## config.mk

```make
export PLATFORM = sky130hd
export DESIGN_NAME = json_pointer_token_decoder_top
export DESIGN_NICKNAME = d
export VERILOG_FILES = /design/src/rtl/jptd_pkg.sv /design/src/rtl/jptd_in_stage.sv /design/src/rtl/jptd_core.sv /design/src/rtl/json_pointer_token_decoder_top.sv
export SDC_FILE = /design/constraint.sdc
export NUM_CORES = 1
export LEC_CHECK = 0
export BUFFER_PORTS_ARGS = -buffer_cell sky130_fd_sc_hd__buf_2
export CORE_MARGIN = 1.5
export CORE_UTILIZATION = 45
export DETAILED_ROUTE_END_ITERATION = 10
export GPL_TIMING_DRIVEN = 0
export HOLD_SLACK_MARGIN = 0.03
export PLACE_DENSITY = 0.74
export REMOVE_ABC_BUFFERS = 1
export SETUP_SLACK_MARGIN = 0.1
export SKIP_LAST_GASP = 1
export SYNTH_ARGS = -nofsm -noshare
export SYNTH_HDL_FRONTEND = slang
export SYNTH_HIERARCHICAL = 1
export SYNTH_SLANG_ARGS = --single-unit
export TNS_END_PERCENT = 10
```

## constraint.sdc

```tcl
create_clock -name clk -period 9.5 [get_ports clk]
set_clock_uncertainty 0.2 [all_clocks]
set_input_delay 1.425 -clock clk [delete_from_list [all_inputs] [get_ports clk]]
set_output_delay 1.425 -clock clk [all_outputs]
set_load 0.005 [all_outputs]
```

## src/rtl/jptd_pkg.sv

```systemverilog
// shared types, character codes and helpers for the json pointer token decoder
`timescale 1ns / 1ps

package jptd_pkg;

  localparam logic [7:0] CH_HASH  = 8'h23;
  localparam logic [7:0] CH_SLASH = 8'h2f;
  localparam logic [7:0] CH_TILDE = 8'h7e;
  localparam logic [7:0] CH_PLUS  = 8'h2b;
  localparam logic [7:0] CH_PCT   = 8'h25;
  localparam logic [7:0] CH_ZERO  = 8'h30;
  localparam logic [7:0] CH_ONE   = 8'h31;
  localparam logic [7:0] CH_SPACE = 8'h20;

  typedef enum logic [1:0] {
    PH_FIRST = 2'd0,
    PH_AFTER_HASH = 2'd1,
    PH_BODY = 2'd2
  } phase_t;

  typedef enum logic [2:0] {
    ST_OK = 3'd0,
    ST_NO_HASH = 3'd1,
    ST_NO_SLASH = 3'd2,
    ST_BAD_TILDE = 3'd3,
    ST_BAD_PCT = 3'd4
  } status_t;

  // one input word held in the input register
  typedef struct packed {
    logic       vld;
    logic [7:0] byte_val;
    logic       eos;
  } step_t;

  // one result word as it leaves the decode logic
  typedef struct packed {
    logic       vld;
    logic [7:0] byte_val;
    logic       byte_valid;
    logic       segment_end;
    logic       done_res;
    status_t    status;
  } res_t;

  typedef struct packed {
    logic       ok;
    logic [3:0] nib;
  } hex_t;

  function automatic hex_t hex_value(input logic [7:0] c);
    hex_t h;
    h.ok = 1'b1;
    h.nib = 4'd0;
    if (c >= 8'h30 && c <= 8'h39) begin
      h.nib = 4'(c - 8'h30);
    end else if (c >= 8'h61 && c <= 8'h66) begin
      h.nib = 4'(c - 8'h57);
    end else if (c >= 8'h41 && c <= 8'h46) begin
      h.nib = 4'(c - 8'h37);
    end else begin
      h.ok = 1'b0;
    end
    return h;
  endfunction

endpackage

```

## src/rtl/jptd_in_stage.sv

```systemverilog
// input register stage of the json pointer token decoder
`timescale 1ns / 1ps

module jptd_in_stage (
  input  logic              clk,
  input  logic              rst_n,
  input  logic              in_valid,
  output logic              in_ready,
  input  logic [7:0]        in_byte,
  input  logic              in_end_of_string,
  input  logic              advance,
  output jptd_pkg::step_t   step
);

  logic       vld_r, vld_nxt;
  logic [7:0] byte_r;
  logic       eos_r;

  // the held word leaves when the result side moves
  assign in_ready = !vld_r || advance;

  always_comb begin
    vld_nxt = vld_r;
    if (in_valid && in_ready) begin
      vld_nxt = 1'b1;
    end else if (advance) begin
      vld_nxt = 1'b0;
    end
  end

  always_ff @(posedge clk) begin
    if (!rst_n) begin
      vld_r <= 1'b0;
    end else begin
      vld_r <= vld_nxt;
    end
  end

  always_ff @(posedge clk) begin
    if (in_valid && in_ready) begin
      byte_r <= in_byte;
      eos_r  <= in_end_of_string;
    end
  end

  assign step.vld      = vld_r;
  assign step.byte_val = byte_r;
  assign step.eos      = eos_r;

endmodule

```

## src/rtl/jptd_core.sv

```systemverilog
// parse state and per-word decode logic of the json pointer token decoder
`timescale 1ns / 1ps

module jptd_core (
  input  logic             clk,
  input  logic             rst_n,
  input  logic             fragment_mode,
  input  logic             fire,
  input  jptd_pkg::step_t  step,
  output jptd_pkg::res_t   res
);

  jptd_pkg::phase_t phase_r, phase_nxt;
  logic [1:0]       hexp_r, hexp_nxt;
  logic [3:0]       hi_r, hi_nxt;
  logic             tilde_r, tilde_nxt;
  logic             err_r, err_nxt;

  jptd_pkg::hex_t   hv;
  logic             feed;
  logic [7:0]       c;
  logic [7:0]       b;

  assign b  = step.byte_val;
  assign hv = jptd_pkg::hex_value(b);

  // decoded byte headed for the pointer stage
  always_comb begin
    feed = 1'b0;
    c    = b;
    if (!step.eos && !err_r) begin
      if (hexp_r != 2'd0) begin
        if (hv.ok && hexp_r == 2'd1) begin
          feed = 1'b1;
          c    = {hi_r, hv.nib};
        end
      end else if (phase_r != jptd_pkg::PH_FIRST) begin
        if (fragment_mode && b == jptd_pkg::CH_PLUS) begin
          feed = 1'b1;
          c    = jptd_pkg::CH_SPACE;
        end else if (!(fragment_mode && b == jptd_pkg::CH_PCT)) begin
          feed = 1'b1;
        end
      end
    end
  end

  // next state
  always_comb begin
    phase_nxt = phase_r;
    hexp_nxt  = hexp_r;
    hi_nxt    = hi_r;
    tilde_nxt = tilde_r;
    err_nxt   = err_r;
    if (step.eos) begin
      phase_nxt = jptd_pkg::PH_FIRST;
      hexp_nxt  = 2'd0;
      hi_nxt    = 4'd0;
      tilde_nxt = 1'b0;
      err_nxt   = 1'b0;
    end else if (!err_r) begin
      if (hexp_r != 2'd0) begin
        if (!hv.ok) begin
          err_nxt = 1'b1;
        end else if (hexp_r == 2'd2) begin
          hi_nxt   = hv.nib;
          hexp_nxt = 2'd1;
        end else begin
          hexp_nxt = 2'd0;
        end
      end else if (phase_r == jptd_pkg::PH_FIRST) begin
        if (fragment_mode) begin
          if (b == jptd_pkg::CH_HASH) phase_nxt = jptd_pkg::PH_AFTER_HASH;
          else err_nxt = 1'b1;
        end else begin
          if (b == jptd_pkg::CH_SLASH) phase_nxt = jptd_pkg::PH_BODY;
          else err_nxt = 1'b1;
        end
      end else if (fragment_mode && b == jptd_pkg::CH_PCT) begin
        hexp_nxt = 2'd2;
      end
      // pointer stage
      if (feed) begin
        if (phase_r == jptd_pkg::PH_AFTER_HASH) begin
          if (c == jptd_pkg::CH_SLASH) phase_nxt = jptd_pkg::PH_BODY;
          else err_nxt = 1'b1;
        end else if (tilde_r) begin
          tilde_nxt = 1'b0;
          if (c != jptd_pkg::CH_ZERO && c != jptd_pkg::CH_ONE) err_nxt = 1'b1;
        end else if (c == jptd_pkg::CH_TILDE) begin
          tilde_nxt = 1'b1;
        end
      end
    end
  end

  // result word
  always_comb begin
    res.vld         = 1'b0;
    res.byte_val    = 8'd0;
    res.byte_valid  = 1'b0;
    res.segment_end = 1'b0;
    res.done_res    = 1'b0;
    res.status      = jptd_pkg::ST_OK;
    if (step.eos) begin
      if (!err_r) begin
        res.vld      = 1'b1;
        res.done_res = 1'b1;
        if (hexp_r != 2'd0) begin
          res.status = jptd_pkg::ST_BAD_PCT;
        end else if (phase_r == jptd_pkg::PH_FIRST) begin
          if (fragment_mode) res.status = jptd_pkg::ST_NO_HASH;
        end else if (phase_r == jptd_pkg::PH_AFTER_HASH) begin
          res.status = jptd_pkg::ST_OK;
        end else if (tilde_r) begin
          res.status = jptd_pkg::ST_BAD_TILDE;
        end else begin
          res.segment_end = 1'b1;
        end
      end
    end else if (err_r) begin
      res.vld = 1'b0;
    end else if (hexp_r != 2'd0 && !hv.ok) begin
      res.vld      = 1'b1;
      res.done_res = 1'b1;
      res.status   = jptd_pkg::ST_BAD_PCT;
    end else if (hexp_r == 2'd0 && phase_r == jptd_pkg::PH_FIRST) begin
      if (fragment_mode && b != jptd_pkg::CH_HASH) begin
        res.vld      = 1'b1;
        res.done_res = 1'b1;
        res.status   = jptd_pkg::ST_NO_HASH;
      end else if (!fragment_mode && b != jptd_pkg::CH_SLASH) begin
        res.vld      = 1'b1;
        res.done_res = 1'b1;
        res.status   = jptd_pkg::ST_NO_SLASH;
      end
    end else if (feed) begin
      if (phase_r == jptd_pkg::PH_AFTER_HASH) begin
        if (c != jptd_pkg::CH_SLASH) begin
          res.vld      = 1'b1;
          res.done_res = 1'b1;
          res.status   = jptd_pkg::ST_NO_SLASH;
        end
      end else if (tilde_r) begin
        res.vld = 1'b1;
        if (c == jptd_pkg::CH_ZERO) begin
          res.byte_val   = jptd_pkg::CH_TILDE;
          res.byte_valid = 1'b1;
        end else if (c == jptd_pkg::CH_ONE) begin
          res.byte_val   = jptd_pkg::CH_SLASH;
          res.byte_valid = 1'b1;
        end else begin
          res.done_res = 1'b1;
          res.status   = jptd_pkg::ST_BAD_TILDE;
        end
      end else if (c == jptd_pkg::CH_SLASH) begin
        res.vld         = 1'b1;
        res.segment_end = 1'b1;
      end else if (c != jptd_pkg::CH_TILDE) begin
        res.vld        = 1'b1;
        res.byte_val   = c;
        res.byte_valid = 1'b1;
      end
    end
  end

  always_ff @(posedge clk) begin
    if (!rst_n) begin
      phase_r <= jptd_pkg::PH_FIRST;
      hexp_r  <= 2'd0;
      hi_r    <= 4'd0;
      tilde_r <= 1'b0;
      err_r   <= 1'b0;
    end else if (fire) begin
      phase_r <= phase_nxt;
      hexp_r  <= hexp_nxt;
      hi_r    <= hi_nxt;
      tilde_r <= tilde_nxt;
      err_r   <= err_nxt;
    end
  end

endmodule

```

## src/rtl/json_pointer_token_decoder_top.sv

```systemverilog
// top level of the json pointer token decoder
`timescale 1ns / 1ps

// channel  direction  handshake            payload
// in       input      in_valid/in_ready    in_byte, in_end_of_string
// out      output     out_valid/out_ready  out_byte, out_byte_valid, out_segment_end,
//                                          out_done_res, out_status
// cfg      input      cfg_valid/cfg_ready  cfg_fragment_mode
//
// one word per cycle sustained while out_ready is high; a word accepted goes from the
// input register through the decode logic into the output register
// a word that produces no result only updates the parse state
// rst_n is synchronous, active low; it clears the parse state, mode and valid flags
// a stalled result holds in the output register while the input register still
// takes one more word; in_ready drops only when both are full

module json_pointer_token_decoder_top (
  input  logic       clk,
  input  logic       rst_n,
  input  logic       in_valid,
  output logic       in_ready,
  input  logic [7:0] in_byte,
  input  logic       in_end_of_string,
  output logic       out_valid,
  input  logic       out_ready,
  output logic [7:0] out_byte,
  output logic       out_byte_valid,
  output logic       out_segment_end,
  output logic       out_done_res,
  output logic [2:0] out_status,
  input  logic       cfg_valid,
  output logic       cfg_ready,
  input  logic       cfg_fragment_mode
);

  jptd_pkg::step_t step;
  jptd_pkg::res_t  res;
  logic            advance;
  logic            fire;

  logic            frag_r, frag_nxt;
  logic            out_valid_r, out_valid_nxt;
  logic [7:0]      out_byte_r;
  logic            out_bv_r;
  logic            out_seg_r;
  logic            out_done_r;
  logic [2:0]      out_status_r;

  // result register is free or being drained this cycle
  assign advance = !out_valid_r || out_ready;
  // held input word goes through the decode logic
  assign fire    = step.vld && advance;

  // config register, always ready
  assign cfg_ready = 1'b1;
  always_comb begin
    frag_nxt = frag_r;
    if (cfg_valid) frag_nxt = cfg_fragment_mode;
  end

  always_ff @(posedge clk) begin
    if (!rst_n) begin
      frag_r <= 1'b0;
    end else begin
      frag_r <= frag_nxt;
    end
  end

  jptd_in_stage u_in (
    .clk              (clk),
    .rst_n            (rst_n),
    .in_valid         (in_valid),
    .in_ready         (in_ready),
    .in_byte          (in_byte),
    .in_end_of_string (in_end_of_string),
    .advance          (advance),
    .step             (step)
  );

  jptd_core u_core (
    .clk           (clk),
    .rst_n         (rst_n),
    .fragment_mode (frag_r),
    .fire          (fire),
    .step          (step),
    .res           (res)
  );

  // result register: load on every advance, valid only when the word made a result
  always_comb begin
    out_valid_nxt = out_valid_r;
    if (advance) out_valid_nxt = fire && res.vld;
  end

  always_ff @(posedge clk) begin
    if (!rst_n) begin
      out_valid_r <= 1'b0;
    end else begin
      out_valid_r <= out_valid_nxt;
    end
  end

  always_ff @(posedge clk) begin
    if (advance) begin
      out_byte_r   <= res.byte_val;
      out_bv_r     <= res.byte_valid;
      out_seg_r    <= res.segment_end;
      out_done_r   <= res.done_res;
      out_status_r <= res.status;
    end
  end

  assign out_valid       = out_valid_r;
  assign out_byte        = out_byte_r;
  assign out_byte_valid  = out_bv_r;
  assign out_segment_end = out_seg_r;
  assign out_done_res    = out_done_r;
  assign out_status      = out_status_r;

endmodule

```

After elaboration in Yosys (flattened, before gate mapping)
Index checks and enable logic that the tools add are counted.

Bits in registers: 36. Bits of input ports: 15. Output and inout port bits: 17. Logic and storage cells: 192.

$add $sub $neg: 3. $lt $le $gt $ge: 6. Equality and inequality tests: 21. Muxes and demuxes: 108. Bitwise gates (word level): 1. Reduce and logical (&&, ||, !) cells: 38.

Operators by type and width (count): 10-bit two-way mux (9); 4-bit two-way mux (17); 8-bit by 6-bit == test with 1-bit output, second input constant (7); 1-bit two-way mux (50); 8-bit two-way mux (6); 8-bit by 6-bit inequality test with 1-bit output, second input constant (5); 2-bit two-way mux (17); 8-bit by 7-bit greater-or-equal comparator with 1-bit output, second input constant (2); 8-bit by 7-bit less-or-equal comparator with 1-bit output, second input constant (2); 1-bit logical AND (15); 15-bit two-way mux (1); 5-bit two-way mux (3); 2-bit nonzero test (7); 5-bit AND reduction (2); 3-bit two-way mux (3); 9-bit two-way mux (1); 8-bit by 7-bit == test with 1-bit output, second input constant (1); 8-bit by 6-bit greater-or-equal comparator with 1-bit output, second input constant (1); 8-bit by 6-bit less-or-equal comparator with 1-bit output, second input constant (1); 8-bit by 7-bit inequality test with 1-bit output, second input constant (1); 4-bit by 3-bit subtractor with 4-bit output, second input constant (2); 7-bit two-way mux (1); 1-bit logical NOT (6); 6-bit OR reduction (1); other kinds (12) (16).

Depth between registers and ports, before layout
Gate-level depths: netlist of run 1.

Word-level depth: 26. Gate-level depth with buffers: 13.

Modules after synthesis
Netlist of run 1, hierarchy kept.

By module, submodules not included: jptd_core (times used 1, cells each 216, area an instance 1586.5 µm²); json_pointer_token_decoder_top (times used 1, cells each 24, area an instance 525.5 µm²); jptd_in_stage (times used 1, cells each 16, area an instance 342.8 µm²).

Worst setup path before layout of run 1
No wires, ideal clock.

Kind: input port to output port. Start: input port out_ready. End: output port in_ready. Data arrival time: 1809 ps. Data required time: 7875 ps. Setup slack: 6066 ps. Stages on the path: 2. Path buffers: 0. Path through: nand2b_4 -> nand2b_4.

Longest elaborated chain between the ends: 2.

Ends and longest elaborated chain: start: declaration (RTL line json_pointer_token_decoder_top.sv:25) `input logic out_ready,`; 1-bit logical OR (RTL line json_pointer_token_decoder_top.sv:50) `assign advance = !out_valid_r || out_ready;`; 1-bit logical OR (RTL line jptd_in_stage.sv:20) `assign in_ready = !vld_r || advance;`; end: declaration (RTL line json_pointer_token_decoder_top.sv:21) `output logic in_ready,`.

Every way passes these cells.

Worst setup path after layout of run 1
Start: input port out_ready. End: output port in_ready.

Longest elaborated chain between the ends: 2.

Ends and longest elaborated chain: 1-bit logical OR (RTL line json_pointer_token_decoder_top.sv:50); via advance (RTL line json_pointer_token_decoder_top.sv:38) `logic advance;`; 1-bit logical OR (RTL line jptd_in_stage.sv:20).

The timed path passes the listed nets, and every way through them passes these cells.

==> results.yml, run 1 <==
outcome:
  outcome: "completed"
detailed_routing:
  routedWlPerCell_um: 14.87
  drtPass1Iterations: 5
  drt-vias-per-instance: 5.826
  drtIter0Drc: 196
  drtAntennaViolNets: 0
  drc: 0
  num_vias: 2039
  wl_mm: 5.204
placed_design:
  finalWeightedCongestion: 0.9221
  place_area_um2: 2609
  dp_hpwl_mm: 3.897
  dp_slack_ns: 5.790
  placed_cells: 342
  port_buffers: 30
sta:
  min_period_over_period_pct: 39.01
  fin_hold_ws_ns: 0.3237
  fin_crit_ns: 3.705
  drv_slew: 0
  setup_viol: 0
  fin_setup_tns_ns: 0
  tightest_slew_ns: 0.6405
  hold_viol: 0
  rsz0062_at_grt: "no"
  max_clock_freq_mhz: 269.9
  max_slew_margin_pct: 57.01
  timing.final.ws_setup_ns: 5.795
synth:
  synth_cell_types: 74
  synth_top_flop_cell: "edfxtp_1"
  synth_area_per_cell_um2: 9.589
  synth_seq_area_share_pct: 38.74
  synth-edff-count: 23
  synthArstFlopShare_pct: 0
  syn-cell-area_um2: 2455
  synth.top_cell.area_share_pct: 28.13
  ys_seq_elements: 36
  yosysTopAreaCell: "edfxtp_1"
  synth_area_leaders: "edfxtp_1 28%, dfxtp_1 11%, o21ai_0 4.1%, a21oi_1 3.1%, nor2_1 2.6%"
  netlist_instances: 256
  ys_warn_count: 6
grt:
  grt_max_degree: 18
  grt_pass1_wl_mm: 8.404
  grt_pass1_vias: 1786
  grt-ovfl-total: 0
  track_usage_pct: 18.00
  antenna_found_initial: 0
setup_path:
  reg2reg_depth: 12
  critPathCaptureType: "output pin"
  path_max_fanout: 17
  required_ns: 7.88
  timing_worst_setup_path_type: "in2out"
  r2r_slack_ns: 5.97
  r2r-start: "u_in/byte_r[1]$_DFFE_PP_"
  reg2reg_to: "out_valid$_SDFFE_PN0P_"
  cp-start-kind: "input port"
  arrival_ns: 2.08
cts:
  ctsResizeCount: 0
  path_clk_slew_ns: 0.07
  clock-sinks: 36
  hold_buffers: 0
  cts_tree: "built"
  cts_buffer_depth: 2
  insertion_delay_ns: 0.28
  cts_setup_buffers: 0
  cts_root_buf: "clkbuf_8"
  numCtsBuffers: 5
  h-tree-depth: 2
cells_and_area:
  antennaDiodeCount: 0
  layout-drive-gt1-share_pct: 24.64
  instances_no_fill: 350
  fin_util_pct: 52.18
  final_nets: 297
  final_cell_mix: "30 x buf_2, 23 x edfxtp_1, 20 x o21ai_0"
  design_area_um2: 2699
  areaGrowthSynthToFinish_pct: 9.939
  final_common_cell: "buf_2"
  fillCellCount: 481
power_and_ir_drop:
  power.total_mw: 0.3384
  ir_drop_uv: 86.96
  p_leak_nw: 1.074
  powerDensity_nw_per_um2: 125.4
worst_hold_path:
  hold_class: "reg2reg"
  holdPathStages: 2
  whs_endpoint: "u_in/vld_r$_SDFFE_PN0P_"
  hp-start: "u_in/vld_r$_SDFFE_PN0P_"
floorplan:
  die_area_um2: 5907
  ios: 32
  core_um2: 5172
  rows: 26
  die_height_um: 76.86
  initial_core_util_pct: 47.46
  die_w_um: 76.86
job:
  cap_violations: 0
## cells by family (layout without fill, tap and decap cells)
group,count (synthesis),count (layout),share of synthesized area (%)
AO/OA/AOI/OAI,86,86,26.61
XOR/XNOR,1,1,0.3568
adder cells (fa/ha/maj),3,3,1.529
buffers and inverters,23,47,4.790
flip-flops,36,36,38.74
multiplexers,5,5,2.141
other,1,1,0.1528
AND/OR/NAND/NOR,101,101,25.69
## critical path, stage by stage
cell and delay [ns]:
buf_2 0.09, nand2b_4 0.23, nand2b_4 0.20, buf_2 0.12
## sequential cells by signal (all words and copies together) (netlist names), 2 cells and up
register / flops
u_core/hexp_r: 2
out_byte: 8
u_core/phase_r: 2
out_status: 3
u_in/byte_r: 8
u_core/hi_r: 4
## how the worst max path moves through the flow
stage,cells past startpoint,end,start,slack [ns]
final,4,in_ready,out_ready,5.79
after global routing,10,out_byte[2]$_DFFE_PP_,u_in/byte_r[0]$_DFFE_PP_,5.74
after CTS,4,in_ready,out_ready,5.79
after global placement,4,in_ready,out_ready,5.80
after floorplan,2,in_ready,out_ready,6.07
after detailed placement,4,in_ready,out_ready,5.79
## Yosys cell counts, drive strengths merged, types with 3 or more instances
cell	n
o21ai	21
mux2i	3
nand2b	11
o21bai	3
nand2	16
a22oi	5
a21boi	6
ha	3
inv	9
a21oi	16
clkbuf	5
o21a	3
nor3	5
o22ai	4
or2	5
nor4	3
nand3	8
nor2	17
nor2b	9
and2	5
and3	5
o31ai	3
edfxtp	23
nand4	3
dfxtp	13
buf	9
a31oi	3
## where the power goes
group	internal (mW)	leakage (nW)	switching, mW
Clock	0.0591	0.0455	0.0504
Sequential	0.174	0.356	0.00885
Combinational	0.0210	0.672	0.0255
## routing by layer
| metal | share of wire [%] | up-vias | global-route usage [%] |
|---|---|---|---|
| met5 | 0 | - | 0 |
| met1 | 46 | 946 | 24.55 |
| met4 | 1.1 | 0 | 8.333 |
| met3 | 6.2 | 5 | 2.500 |
| met2 | 46 | 72 | 28.14 |
| li1 | - | 1016 | - |
## final cells by class
class / count / area [µm²] / area share [%]
Timing Repair Buffer: 30 / 150.1 / 5.563
Tap cell: 70 / 87.58 / 3.245
Sequential cell: 36 / 950.9 / 35.23
Clock buffer: 8 / 90.09 / 3.338
Multi-Input combinational cell: 197 / 1386 / 51.37
Inverter: 9 / 33.78 / 1.252
(Power assumes the default switching activity.)
==> run 2: changes to the inputs <==
==> constraint.sdc (replaced) <==
create_clock -name clk -period 3.8 [get_ports clk]
set_clock_uncertainty 0.2 [all_clocks]
set_input_delay 0.57 -clock clk [delete_from_list [all_inputs] [get_ports clk]]
set_output_delay 0.57 -clock clk [all_outputs]
set_load 0.005 [all_outputs]
==> results.yml, run 2 (same netlist as run 1, synthesis figures left out) <==
cells_and_area:
  final_nets: 297
  antennaDiodeCount: 0
  areaGrowthSynthToFinish_pct: 9.939
  layout-drive-gt1-share_pct: 24.64
  final_cell_mix: "30 x buf_2, 23 x edfxtp_1, 18 x o21ai_0"
  final_common_cell: "buf_2"
detailed_routing:
  drtIter0Drc: 198
  drc: 0
  num_vias: 2027
  drt-vias-per-instance: 5.791
  wl_mm: 5.209
  drtAntennaViolNets: 0
  drtPass1Iterations: 4
  routedWlPerCell_um: 14.88
sta:
  rsz0062_at_grt: "yes"
  timing.final.ws_setup_ns: 0.3236
  hold_viol: 0
  setup_viol: 0
  fin_setup_tns_ns: 0
  max_clock_freq_mhz: 287.7
  min_period_over_period_pct: 91.48
  tightest_slew_ns: 0.6414
  fin_crit_ns: 3.476
  drv_slew: 0
  max_slew_margin_pct: 56.95
placed_design:
  finalWeightedCongestion: 0.9221
  dp_slack_ns: 0.3522
  dp_hpwl_mm: 3.897
  port_buffers: 30
power_and_ir_drop:
  switching_share_pct: 24.99
  power.net_switching_mw: 0.2113
  powerDensity_nw_per_um2: 313.3
  p_seq_share_pct: 53.9
  p_leak_nw: 1.074
  p_clk_share_pct: 32.3
  pwr-share-comb_pct: 13.8
  ir_drop_uv: 216.9
  intPower_mw: 0.6343
setup_path:
  reg2reg_depth: 10
  cp-start-kind: "flop"
  r2r_slack_ns: 0.32
  critPathCaptureType: "flop"
  crit_slowest_cell: "edfxtp_1"
  critPathLaunch: "u_in/byte_r[0]$_DFFE_PP_"
  required_ns: 3.72
  arrival_ns: 3.40
  timing_worst_setup_path_type: "reg2reg"
  critPathMaxStageDelay_ns: 0.48
  reg2reg_to: "out_byte[2]$_DFFE_PP_"
  path_cells: "inv_1 -> ha_1 -> nor3b_1 -> o21bai_2 -> nand3_4 -> o311a_1 -> a311oi_4 -> and4_4 -> or3b_4 -> o21ai_0"
  path_max_fanout: 7
  r2r-start: "u_in/byte_r[0]$_DFFE_PP_"
floorplan:
  core_um2: 5172
  die_w_um: 76.86
  initial_core_util_pct: 47.46
  rows: 26
  die_area_um2: 5907
  die_height_um: 76.86
  ios: 32
job:
  cap_violations: 0
cts:
  path_clk_slew_ns: 0.07
  h-tree-depth: 2
  clock-sinks: 36
  insertion_delay_ns: 0.28
  cts_buffer_depth: 2
  cts_root_buf: "clkbuf_8"
  numCtsBuffers: 5
  hold_buffers: 0
  cts_tree: "built"
grt:
  grt_pass1_wl_mm: 8.404
  grt_pass1_vias: 1786
  antenna_found_initial: 0
  grt_max_degree: 18
  grt-ovfl-total: 0
  track_usage_pct: 18.00
worst_hold_path:
  hp-start: "in_byte[6]"
  hold_class: "in2reg"
  holdPathStages: 1
  whs_endpoint: "u_in/byte_r[6]$_DFFE_PP_"
outcome:
  outcome: "completed"
==> run 2: worst max path at each step <==
stage          cells past startpoint  slack, ns                 endpoint
4_1_cts                           10       0.33  out_status[1]$_DFFE_PP_
5_1_grt                           12       0.07   out_valid$_SDFFE_PN0P_
6_report                          10       0.32    out_byte[2]$_DFFE_PP_
3_5_place_dp                      10       0.35  out_status[1]$_DFFE_PP_
3_3_place_gp                      12       0.34   out_valid$_SDFFE_PN0P_
2_1_floorplan                     10       0.70    out_byte[1]$_DFFE_PP_
==> run 2: power by group through the flow <==
stage                     registers, mW  clock network, mW  logic, mW
after detailed placement          0.464                  0      0.115
after global routing              0.458              0.295      0.127
after global placement            0.464                  0      0.114
after floorplan                   0.460                  0     0.0802
final                             0.456              0.273      0.117
after CTS                         0.456              0.281      0.116
==> run 2: cell type report <==
class,count,area (µm²)
Tap cell,70,87.58
Multi-Input combinational cell,197,1386
Timing Repair Buffer,30,150.1
Fill cell,481,2474
Clock buffer,8,90.09
Sequential cell,36,950.9
Inverter,9,33.78
==> run 2: layer usage <==
layer  up-vias  wire [µm]  track usage (%)  part of all wire (%)
met5         -          0                0                     0
met4         0         82            8.333                   1.6
met3         7        340            2.500                   6.5
met2        77       2376            28.14                    46
met1       927       2409            24.55                    46
li1       1016          -                -                     -
==> run 2: timing repair <==
| item | in CTS | in global routing |
|---|---|---|
| endpoints found under the hold margin | 0 | 0 |
| gates resized for setup | 0 | 2 |
| setup endpoints to repair | 0 | 6 |
| buffers inserted | 0 | 0 |
==> run 2: critical path, delay by kind of cell (launching register included) <==
kind,cells,cell delay [ns]
flip-flops,1,0.48
adder cells (fa/ha/maj),1,0.27
AND/OR/NAND/NOR,4,1.05
AO/OA/AOI/OAI,4,1.20
buffers and inverters,1,0.12
==> run 2: through the flow <==
| stage | hold slack [ns] | area [µm²] | total power [mW] | std cells | util, % |
|---|---|---|---|---|---|
| after floorplan | 0.3025 | 2371 | 0.5403 | 242 | - |
| after global placement | 0.3070 | 2609 | 0.5785 | 342 | 50.44 |
| after detailed placement | 0.3167 | 2609 | 0.5796 | 342 | 50.44 |
| after CTS | 0.2517 | 2699 | 0.8529 | 350 | 52.18 |
| after global routing | 0.2451 | 2699 | 0.8804 | 350 | 52.18 |
| final | 0.2590 | 2699 | 0.8456 | 350 | 52.18 |
==> run 3: changes to the inputs <==
--- a/config.mk
+++ b/config.mk
@@ -12,6 +12,7 @@
 export GPL_TIMING_DRIVEN = 0
 export HOLD_SLACK_MARGIN = 0.03
 export PLACE_DENSITY = 0.74
+export RECOVER_POWER = 25
 export REMOVE_ABC_BUFFERS = 1
 export SETUP_SLACK_MARGIN = 0.1
 export SKIP_LAST_GASP = 1
==> results.yml, run 3 (same netlist as run 1, synthesis figures left out) <==
outcome:
  outcome: "completed"
cts:
  cts_buffer_depth: 2
  cts_tree: "built"
  path_clk_slew_ns: 0.07
  hold_buffers: 0
  cts_root_buf: "clkbuf_8"
  cts_setup_buffers: 0
  h-tree-depth: 2
  clock-sinks: 36
  numCtsBuffers: 5
  insertion_delay_ns: 0.28
setup_path:
  cp-start-kind: "flop"
  reg2reg_depth: 12
  path_max_fanout: 7
  timing_worst_setup_path_type: "reg2reg"
  path_cells: "inv_1 -> ha_1 -> o21bai_4 -> a2111oi_1 -> and3_2 -> a221oi_1 -> a221oi_2 -> nand4b_1 -> o221ai_1 -> o21ai_0 -> nand2_1 -> a21boi_2"
  cp_num_buf_inv: 1
  crit_slowest_cell: "edfxtp_1"
  required_ns: 3.74
  critPathCaptureType: "flop"
  arrival_ns: 3.42
  cp_top_family: "compound AO/OA/AOI/OAI gates"
  crit_cells: 12
  critPathMaxStageDelay_ns: 0.48
cells_and_area:
  final_common_cell: "buf_2"
  final_cell_mix: "30 x buf_2, 23 x edfxtp_1, 18 x o21ai_0"
  layout-drive-gt1-share_pct: 24.29
  antennaDiodeCount: 0
  areaGrowthSynthToFinish_pct: 9.633
  final_nets: 297
  instances_no_fill: 350
grt:
  track_usage_pct: 18.00
  grt-ovfl-total: 0
  grt_pass1_wl_mm: 8.404
  top_usage_layer: "met2"
  grt_max_degree: 18
  gr-usage-met3_pct: 2.500
  grtUsageMet2_pct: 28.14
  use_met1_pct: 24.55
  antenna_found_initial: 0
  grt_pass1_vias: 1786
worst_hold_path:
  holdPathStages: 1
  hold_class: "in2reg"
placed_design:
  port_buffers: 30
  dp_hpwl_mm: 3.897
  placed_cells: 342
  finalWeightedCongestion: 0.9221
detailed_routing:
  drt-vias-per-instance: 5.777
  wl_mm: 5.212
  drtAntennaViolNets: 0
  drc: 0
  routedWlPerCell_um: 14.89
  drtIter0Drc: 189
  drtPass1Iterations: 4
  num_vias: 2022
sta:
  max_clock_freq_mhz: 287.5
  hold_viol: 0
  rsz0062_at_grt: "yes"
  fin_setup_tns_ns: 0
  max_slew_margin_pct: 47.61
  fin_hold_ws_ns: 0.2591
  drv_slew: 0
  fin_crit_ns: 3.479
  min_period_over_period_pct: 91.54
  setup_viol: 0
  tightest_slew_ns: 0.7859
floorplan:
  die_height_um: 76.86
  die_w_um: 76.86
  ios: 32
  core_um2: 5172
  die_area_um2: 5907
  rows: 26
  initial_core_util_pct: 47.46
power_and_ir_drop:
  ir_drop_uv: 217.0
  powerDensity_nw_per_um2: 314.0
  p_leak_nw: 1.069
  power.total_mw: 0.8450
job:
  cap_violations: 0
[run 3: cell count changes in the layout (fill, tap and decap cells not counted)]
cell	before	now
nand2b_4	3	2
nand2b_1	8	9
[run 3: what timing repair did]
item                                    4_1_cts  5_1_grt
hold endpoints to repair                      0        0
endpoints found under the setup margin        0        6
gates resized for setup                       0        2
[run 3: final cells by class]
class	instances	area [µm²]
Fill cell	481	2481
Multi-Input combinational cell	197	1379
Clock buffer	8	90.09
Timing Repair Buffer	30	150.1
Sequential cell	36	950.9
Inverter	9	33.78
Tap cell	70	87.58
[run 3: worst paths after layout]
path	start	endpoint	slack [ns]
worst max-delay path	u_in/byte_r[1]$_DFFE_PP_	out_valid$_SDFFE_PN0P_	0.32
worst min-delay path	in_byte[6]	u_in/byte_r[6]$_DFFE_PP_	0.26
worst max register to register	u_in/byte_r[1]$_DFFE_PP_	out_valid$_SDFFE_PN0P_	0.32
worst min register to register	u_in/vld_r$_SDFFE_PN0P_	u_in/vld_r$_SDFFE_PN0P_	0.33
[run 3: stage by stage]
step,setup WS [ns],cell area (µm²),utilization (%)
after detailed placement,0.3522,2609,50.44
after global placement,0.3398,2609,50.44
final,0.3214,2691,52.03
after CTS,0.3273,2699,52.18
after global routing,0.04305,2691,52.03
after floorplan,0.7006,2371,-
[run 3: where the power goes]
group / internal [mW] / switching (mW)
combinational: 0.0521 / 0.0640
clock: 0.148 / 0.125
sequential: 0.434 / 0.0219
total: 0.634 / 0.211
[run 3: worst reg2reg max path, delay by kind of cell (launching register included)]
kind | cells | cell delay [ns]
flops | 1 | 0.48
simple gates | 3 | 0.69
compound gates | 7 | 1.55
fa+ha+maj | 1 | 0.30
buf+inv | 1 | 0.14
[run 3: metal layers]
| metal | up-vias | wire [µm] |
|---|---|---|
| li1 | 1016 | - |
| met1 | 928 | 2448 |
| met2 | 71 | 2371 |
| met3 | 7 | 309 |
| met4 | 0 | 82 |
| met5 | - | 0 |
